## src/sv/mau_pkg.sv

```systemverilog
// Package for the modular arithmetic unit: widths, action codes and sequencer states.
package mau_pkg;

  localparam int unsigned ModWidth = 31;
  localparam int unsigned OpWidth  = 64;
  localparam int unsigned ExpWidth = 31;
  localparam int unsigned CntWidth = 6;
  localparam logic [ModWidth-1:0] ModReset = 31'd1000000007;

  typedef enum logic [2:0] {
    ACT_ADD = 3'd0,
    ACT_SUB = 3'd1,
    ACT_MUL = 3'd2,
    ACT_DIV = 3'd3,
    ACT_POW = 3'd4
  } action_e;

  typedef enum logic [3:0] {
    ST_IDLE,
    ST_RED,
    ST_FIX,
    ST_DISP,
    ST_MUL,
    ST_MULRES,
    ST_EU_CHK,
    ST_DIV,
    ST_EU_UPD,
    ST_PW_CHK,
    ST_PW_ACC,
    ST_PW_SQ,
    ST_FIN
  } state_e;

endpackage

```

## src/sv/modular_arithmetic_unit.sv

```systemverilog
// Modular arithmetic unit: bit-serial reduction, multiplication, division and sequencing.
// Every action starts with two bit-serial 64-bit operand reductions, which is all that add
// and subtract need besides the final add or subtract; multiply adds one modular multiply,
// divide runs one division and one multiply per Euclid iteration, power up to 62 multiplies.
// Throughput: one request at a time; the next is accepted while a result waits.
// Reset is asynchronous and active low; it sets the modulus to 1000000007.
module modular_arithmetic_unit (
  input  logic         clk_i,
  input  logic         rst_ni,
  input  logic         s_axis_tvalid,
  output logic         s_axis_tready,
  input  logic [159:0] s_axis_tdata,  // left_value[63:0], right_value[127:64], exponent[158:128]
  input  logic [2:0]   s_axis_tuser,  // action[2:0]
  output logic         m_axis_tvalid,
  input  logic         m_axis_tready,
  output logic [31:0]  m_axis_tdata,  // result_value[30:0]
  input  logic         psel,
  input  logic         penable,
  input  logic         pwrite,
  input  logic [2:0]   paddr,
  input  logic [31:0]  pwdata,
  output logic [31:0]  prdata,
  output logic         pready
);
  import mau_pkg::*;

  state_e state_q, state_d, mret_q;
  logic [ModWidth-1:0] mod_q, m_eff, one_m;
  logic [OpWidth-1:0]  x_q, rmag_q;
  logic                lneg_q, rneg_q, sel_q;
  logic [2:0]          act_q;
  logic [ExpWidth-1:0] k_q;
  logic [CntWidth-1:0] cnt_q;
  logic [ModWidth-1:0] red_q, l_q, r_q;
  logic [ModWidth-1:0] ma_q, mb_q, macc_q;
  logic [ModWidth-1:0] ea_q, eb_q, eu_q, ev_q, dn_q, dq_q, drem_q;
  logic [ModWidth-1:0] pacc_q, base_q;
  logic [ModWidth-1:0] out_q;
  logic                out_valid_q;
  logic                accept, fin_load;

  logic [31:0]         red2;
  logic [ModWidth-1:0] red_nx;
  logic [32:0]         ms, ms1, ms2;
  logic [ModWidth-1:0] macc_nx;
  logic [31:0]         dr2;
  logic                dge;
  logic [ModWidth-1:0] fix_val, add_val, sub_val, nu_val, disp_res;
  logic [32:0]         add_s;
  logic [OpWidth-1:0]  lraw, rraw;

  assign m_eff = (mod_q == '0) ? ModWidth'(1) : mod_q;
  assign one_m = (m_eff == ModWidth'(1)) ? '0 : ModWidth'(1);
  assign lraw  = s_axis_tdata[63:0];
  assign rraw  = s_axis_tdata[127:64];

  assign pready = 1'b1;
  assign prdata = (paddr[2] == 1'b0) ? {1'b0, mod_q} : 32'd0;

  always_ff @(posedge clk_i or negedge rst_ni) begin
    if (!rst_ni) begin
      mod_q <= ModReset;
    end else if (psel && penable && pwrite && !paddr[2]) begin
      mod_q <= pwdata[ModWidth-1:0];
    end
  end

  // Bit-serial datapath steps and combinational sign-fix, add and subtract values
  always_comb begin
    red2   = {red_q, x_q[OpWidth-1]};
    red_nx = (red2 >= {1'b0, m_eff}) ? ModWidth'(red2 - {1'b0, m_eff}) : red2[ModWidth-1:0];
    ms     = {1'b0, macc_q, 1'b0} + (mb_q[ModWidth-1] ? {2'b00, ma_q} : 33'd0);
    ms1    = ms - {2'b00, m_eff};
    ms2    = ms - {1'b0, m_eff, 1'b0};
    if (!ms2[32]) begin
      macc_nx = ms2[ModWidth-1:0];
    end else if (!ms1[32]) begin
      macc_nx = ms1[ModWidth-1:0];
    end else begin
      macc_nx = ms[ModWidth-1:0];
    end
    dr2     = {drem_q, dn_q[ModWidth-1]};
    dge     = (dr2 >= {1'b0, eb_q});
    fix_val = ((sel_q ? rneg_q : lneg_q) && red_q != '0) ? m_eff - red_q : red_q;
    add_s   = {2'b00, l_q} + {2'b00, r_q};
    add_val = (add_s >= {2'b00, m_eff}) ? ModWidth'(add_s - {2'b00, m_eff}) : add_s[ModWidth-1:0];
    sub_val = (l_q < r_q) ? ModWidth'({1'b0, l_q} + {1'b0, m_eff} - {1'b0, r_q}) : l_q - r_q;
    nu_val  = (eu_q < macc_q) ? ModWidth'({1'b0, eu_q} + {1'b0, m_eff} - {1'b0, macc_q})
                              : eu_q - macc_q;
    case (act_q)
      ACT_ADD: disp_res = add_val;
      ACT_SUB: disp_res = sub_val;
      default: disp_res = '0;
    endcase
  end

  // Next state
  always_comb begin
    state_d = state_q;
    case (state_q)
      ST_IDLE:   if (s_axis_tvalid) state_d = ST_RED;
      ST_RED:    if (cnt_q == '0) state_d = ST_FIX;
      ST_FIX:    state_d = sel_q ? ST_DISP : ST_RED;
      ST_DISP: begin
        case (act_q)
          ACT_MUL: state_d = ST_MUL;
          ACT_DIV: state_d = ST_EU_CHK;
          ACT_POW: state_d = ST_PW_CHK;
          default: state_d = ST_FIN;
        endcase
      end
      ST_MUL:    if (cnt_q == '0) state_d = mret_q;
      ST_MULRES: state_d = ST_FIN;
      ST_EU_CHK: state_d = (eb_q == '0) ? ST_MUL : ST_DIV;
      ST_DIV:    if (cnt_q == '0) state_d = ST_MUL;
      ST_EU_UPD: state_d = ST_EU_CHK;
      ST_PW_CHK: state_d = (k_q == '0) ? ST_FIN : ST_MUL;
      ST_PW_ACC: state_d = ST_MUL;
      ST_PW_SQ:  state_d = ST_PW_CHK;
      ST_FIN:    if (!out_valid_q || m_axis_tready) state_d = ST_IDLE;
      default:   state_d = ST_IDLE;
    endcase
  end

  // Handshake outputs
  always_comb begin
    s_axis_tready = (state_q == ST_IDLE);
    accept        = s_axis_tready && s_axis_tvalid;
    fin_load      = (state_q == ST_FIN) && (!out_valid_q || m_axis_tready);
  end

  assign m_axis_tvalid = out_valid_q;
  assign m_axis_tdata  = {1'b0, out_q};

  always_ff @(posedge clk_i or negedge rst_ni) begin
    if (!rst_ni) begin
      state_q     <= ST_IDLE;
      out_valid_q <= 1'b0;
    end else begin
      state_q <= state_d;
      if (fin_load) begin
        out_valid_q <= 1'b1;
      end else if (m_axis_tready) begin
        out_valid_q <= 1'b0;
      end
    end
  end

  always_ff @(posedge clk_i) begin
    if (fin_load) begin
      out_q <= macc_q;
    end
    case (state_q)
      ST_IDLE: begin
        if (accept) begin
          act_q  <= s_axis_tuser;
          k_q    <= s_axis_tdata[158:128];
          lneg_q <= lraw[OpWidth-1];
          rneg_q <= rraw[OpWidth-1];
          x_q    <= lraw[OpWidth-1] ? (~lraw) + OpWidth'(1) : lraw;
          rmag_q <= rraw[OpWidth-1] ? (~rraw) + OpWidth'(1) : rraw;
          sel_q  <= 1'b0;
          red_q  <= '0;
          cnt_q  <= CntWidth'(OpWidth - 1);
        end
      end
      ST_RED: begin
        red_q <= red_nx;
        x_q   <= {x_q[OpWidth-2:0], 1'b0};
        cnt_q <= cnt_q - CntWidth'(1);
      end
      ST_FIX: begin
        if (sel_q) begin
          r_q <= fix_val;
        end else begin
          l_q   <= fix_val;
          x_q   <= rmag_q;
          sel_q <= 1'b1;
          red_q <= '0;
          cnt_q <= CntWidth'(OpWidth - 1);
        end
      end
      ST_DISP: begin
        macc_q <= disp_res;
        cnt_q  <= CntWidth'(ModWidth - 1);
        case (act_q)
          ACT_MUL: begin
            ma_q   <= l_q;
            mb_q   <= r_q;
            mret_q <= ST_MULRES;
          end
          ACT_DIV: begin
            ea_q <= r_q;
            eb_q <= m_eff;
            eu_q <= one_m;
            ev_q <= '0;
          end
          ACT_POW: begin
            pacc_q <= one_m;
            base_q <= l_q;
          end
          default: ;
        endcase
      end
      ST_MUL: begin
        macc_q <= macc_nx;
        mb_q   <= {mb_q[ModWidth-2:0], 1'b0};
        cnt_q  <= cnt_q - CntWidth'(1);
      end
      ST_EU_CHK: begin
        cnt_q <= CntWidth'(ModWidth - 1);
        if (eb_q == '0) begin
          ma_q   <= l_q;
          mb_q   <= eu_q;
          macc_q <= '0;
          mret_q <= ST_MULRES;
        end else begin
          dn_q   <= ea_q;
          dq_q   <= '0;
          drem_q <= '0;
        end
      end
      ST_DIV: begin
        drem_q <= dge ? ModWidth'(dr2 - {1'b0, eb_q}) : dr2[ModWidth-1:0];
        dq_q   <= {dq_q[ModWidth-2:0], dge};
        dn_q   <= {dn_q[ModWidth-2:0], 1'b0};
        if (cnt_q == '0) begin
          ma_q   <= ev_q;
          mb_q   <= {dq_q[ModWidth-2:0], dge};
          macc_q <= '0;
          mret_q <= ST_EU_UPD;
          cnt_q  <= CntWidth'(ModWidth - 1);
        end else begin
          cnt_q <= cnt_q - CntWidth'(1);
        end
      end
      ST_EU_UPD: begin
        ea_q <= eb_q;
        eb_q <= drem_q;
        eu_q <= ev_q;
        ev_q <= nu_val;
      end
      ST_PW_CHK: begin
        cnt_q  <= CntWidth'(ModWidth - 1);
        macc_q <= (k_q == '0) ? pacc_q : '0;
        if (k_q[0]) begin
          ma_q   <= base_q;
          mb_q   <= pacc_q;
          mret_q <= ST_PW_ACC;
        end else begin
          ma_q   <= base_q;
          mb_q   <= base_q;
          mret_q <= ST_PW_SQ;
        end
      end
      ST_PW_ACC: begin
        pacc_q <= macc_q;
        ma_q   <= base_q;
        mb_q   <= base_q;
        macc_q <= '0;
        mret_q <= ST_PW_SQ;
        cnt_q  <= CntWidth'(ModWidth - 1);
      end
      ST_PW_SQ: begin
        base_q <= macc_q;
        k_q    <= {1'b0, k_q[ExpWidth-1:1]};
      end
      default: ;
    endcase
  end

`ifndef ASSERT_OFF
  a_result_below_modulus: assert property (@(posedge clk_i) disable iff (!rst_ni)
    (state_q == ST_FIN) |-> (macc_q < m_eff))
    else $error("result not reduced below the modulus");

  a_remainder_below_divisor: assert property (@(posedge clk_i) disable iff (!rst_ni)
    (state_q == ST_EU_UPD) |-> (drem_q < eb_q))
    else $error("division remainder not below divisor");

  a_fin_holds_when_full: assert property (@(posedge clk_i) disable iff (!rst_ni)
    (state_q == ST_FIN && out_valid_q && !m_axis_tready) |=> (state_q == ST_FIN))
    else $error("result overwritten while the previous one waits");
`endif

endmodule
```

## config.mk

```make
export PLATFORM = sky130hd
export DESIGN_NAME = modular_arithmetic_unit
export DESIGN_NICKNAME = d
export VERILOG_FILES = /design/src/sv/mau_pkg.sv /design/src/sv/modular_arithmetic_unit.sv
export SDC_FILE = /design/constraint.sdc
export NUM_CORES = 2
export LEC_CHECK = 0
export BUFFER_PORTS_ARGS = -buffer_cell sky130_fd_sc_hd__buf_2
export CELL_PAD_IN_SITES_DETAIL_PLACEMENT = 1
export CELL_PAD_IN_SITES_GLOBAL_PLACEMENT = 2
export CORE_MARGIN = 8
export CORE_UTILIZATION = 36
export DETAILED_ROUTE_END_ITERATION = 16
export PLACE_DENSITY = 0.88
export SYNTH_ARGS = -nofsm -noshare
export SYNTH_HDL_FRONTEND = slang
export SYNTH_SLANG_ARGS = --single-unit
```

## constraint.sdc

```tcl
create_clock -name clk_i -period 13.5 [get_ports clk_i]
set_clock_uncertainty 0.2 [all_clocks]
set_input_delay 0.675 -clock clk_i [delete_from_list [all_inputs] [get_ports clk_i]]
set_output_delay 0.675 -clock clk_i [all_outputs]
set_load 0.01 [all_outputs]
```

==> flow_metrics.py <==
metrics = {
    "status": {
        "status": "complete, no violations",
    },
    "yosys": {
        "synthArstFlopShare_pct": 5.10,
        "synth-edff-count": 670,
        "synth_seq_area_share_pct": 38.5,
        "yosys_warnings": 0,
        "postSynthCellCount": 5989,
        "synth_top_area_share_pct": 36.8,
        "ys_seq_elements": 706,
        "synth_top_cell_by_area": "edfxtp_1",
        "syn_avg_cell_area_um2": 9.13,
        "yosysMostFrequentCell": "edfxtp_1",
        "yosys_most_used_dff": "edfxtp_1",
        "yosys-top-cells-count": "edfxtp_1, nand2_1, o21ai_0, nor2_1, inv_1",
        "synth_cell_types": 86,
        "netlist_area_um2": 54700,
        "synthTopCellsByArea": "edfxtp_1, ha_1, o21ai_0",
    },
    "layout": {
        "syn2layout_area_growth_pct": 12.3,
        "seq_area_um2": 21000,
        "final_cells": 8276,
        "drive_gt1_share_pct": 10.3,
        "final_core_util_pct": 40.6,
        "multi_input_area_um2": 31000,
        "fillers": 17600,
        "nets": 6817,
    },
    "power": {
        "p_per_area_nw_per_um2": 132,
        "power.leakage_uw": 0.0244,
        "peakVddDrop_mv": 0.119,
    },
    "route": {
        "vias": 48500,
        "ant_nets": 0,
        "first_pass_iters": 5,
        "wl_um": 215000,
        "drc_errors": 0,
        "drt_iter0_drc": 3621,
        "via_per_inst": 5.85,
        "wire_per_inst_um": 25.9,
    },
    "place": {
        "gp_congestion": 0.944,
        "placed_cells": 8078,
        "hpwl_um": 165000,
        "port_buffers": 264,
        "post-place-ws_ns": 5.45,
    },
    "clocking": {
        "clk_path_buf_depth": 3,
        "post_cts_buffers": 0,
        "insertion_delay_ns": 0.73,
        "cts-htree-levels": 3,
        "cts_tree": "built",
        "clk_pin_slew_worst_paths_ns": 0.06,
        "numCtsBuffers": 87,
        "clk_root_buffer_cell": "clkbuf_16",
        "clock-sinks": 706,
    },
    "setup_path": {
        "slowest_delay_ns": 1.03,
        "cp-end-kind": "register",
        "required_ns": 13.78,
        "reg2reg_slack_ns": 5.22,
        "worstSetupStartpointType": "register",
        "path_class": "reg2reg",
        "critPathTopFamily": "compound AO/OA/AOI/OAI gates",
        "crit_arrival_ns": 8.56,
        "path_max_fanout": 31,
        "cp_slowest_cell": "edfxtp_1",
        "crit_path_frequent_cell": "a21oi_1",
        "crit_buf_inv": 2,
    },
    "floorplan": {
        "coreArea_um2": 151000,
        "die_w_um": 406,
        "die-area_um2": 165000,
        "io_pins": 272,
        "rows": 143,
        "start_util_pct": 36.1,
        "die_y_um": 406,
    },
    "grt": {
        "grt_max_degree": 126,
        "overflow": 0,
        "grt_use_total_pct": 25.1,
        "antenna_found_initial": 22,
        "grt_pass1_wl_um": 318000,
        "grt_pass1_vias": 49900,
    },
    "sta": {
        "hold_viol": 0,
        "post-route-min-period_ns": 8.28,
        "tns_ns": 0,
        "hold_ws_ns": 0.0443,
        "tightest_slew_ns": 1.26,
        "max_freq_mhz": 121,
        "finalCritPeriodShare_pct": 61.3,
        "worst_slack_ns": 5.22,
        "finalSetupViolCount": 0,
        "rsz0062_at_grt": "false",
        "slew_headroom_pct": 15.1,
        "finalMaxSlewViolations": 0,
    },
    "min_path": {
        "hold_class": "in2reg",
    },
    "run": {
        "drv_cap": 0,
    },
}
[worst paths after layout]
path | from | endpoint | cells past startpoint
max in group asynchronous | rst_ni | state_q[0]$_DFFE_PN0P_ | 2
max reg2reg | mb_q[30]$_DFFE_PP_ | macc_q[7]$_DFFE_PP_ | 25
min in group asynchronous | rst_ni | mod_q[5]$_DFFE_PN0P_ | 2
max | mb_q[30]$_DFFE_PP_ | macc_q[7]$_DFFE_PP_ | 25
min | pwdata[30] | mod_q[30]$_DFFE_PN0P_ | 2
min reg2reg | ea_q[0]$_DFFE_PP_ | dn_q[0]$_SDFFCE_PP0P_ | 1
[placed cells by master (no fill, tap or decap), types with 160 or more instances in the layout]
cell and instances:
edfxtp_1 670, nor2_1 464, xor2_1 160, ha_1 372, nand2_1 552, buf_2 264
inv_1 458, xnor2_1 259, o21ai_0 485, a21oi_1 434
[final cells by class]
type	instances	area share, %
multi-input combinational	4530	50.5
sequential	706	34.3
tap	2030	4.14
timing repair buffer	383	3.76
clock buffer	112	3.73
inverter	462	2.82
clock inverter	47	0.729
antenna	6	0.0244
[routing by layer]
layer,track usage [%],wire length (um)
met3,4.76,13500
met1,31.5,89500
met4,11.3,10400
met5,0,48
met2,41.9,101000
[state kept, by name (all words and copies together), names as in the netlist, 6 cells and up]
name and cells:
l_q 31, mod_q 31, r_q 31, ea_q 31, macc_q 31, dn_q 31, pacc_q 31, red_q 31
ev_q 31, eb_q 31, rmag_q 64, cnt_q 6, eu_q 31, out_q 31, x_q 64, drem_q 31
mb_q 31, base_q 31, dq_q 30, k_q 31, ma_q 31
[what timing repair did]
action | in CTS | in global routing
gates resized for setup | 0 | 0
hold endpoints to repair | 51 | 0
hold buffers | 32 | 0
[per-stage QoR]
step	power, uW	instance area, um2
finish	8130	61400
global route	8520	61400
CTS	8100	61400
detailed placement	5730	58300
global placement	5630	58300
floorplan	4770	54700
[cell families after synthesis]
kind of cell | count (synthesis) | share of synthesized area, %
compound gates | 1765 | 20.6
simple gates | 1758 | 15.1
buf+inv | 754 | 5.20
flops | 706 | 38.5
fa+ha+maj | 442 | 11.1
xor+xnor | 419 | 6.71
mux | 143 | 2.78
other cells | 2 | 0.0137
[where the power goes]
group	switching, uW	leakage [uW]	internal [uW]
Sequential	143	0.00636	2550
Clock	1040	0.00133	1300
Combinational	1900	0.0167	1190
Note: power is estimated with default switching activity, not from simulation.
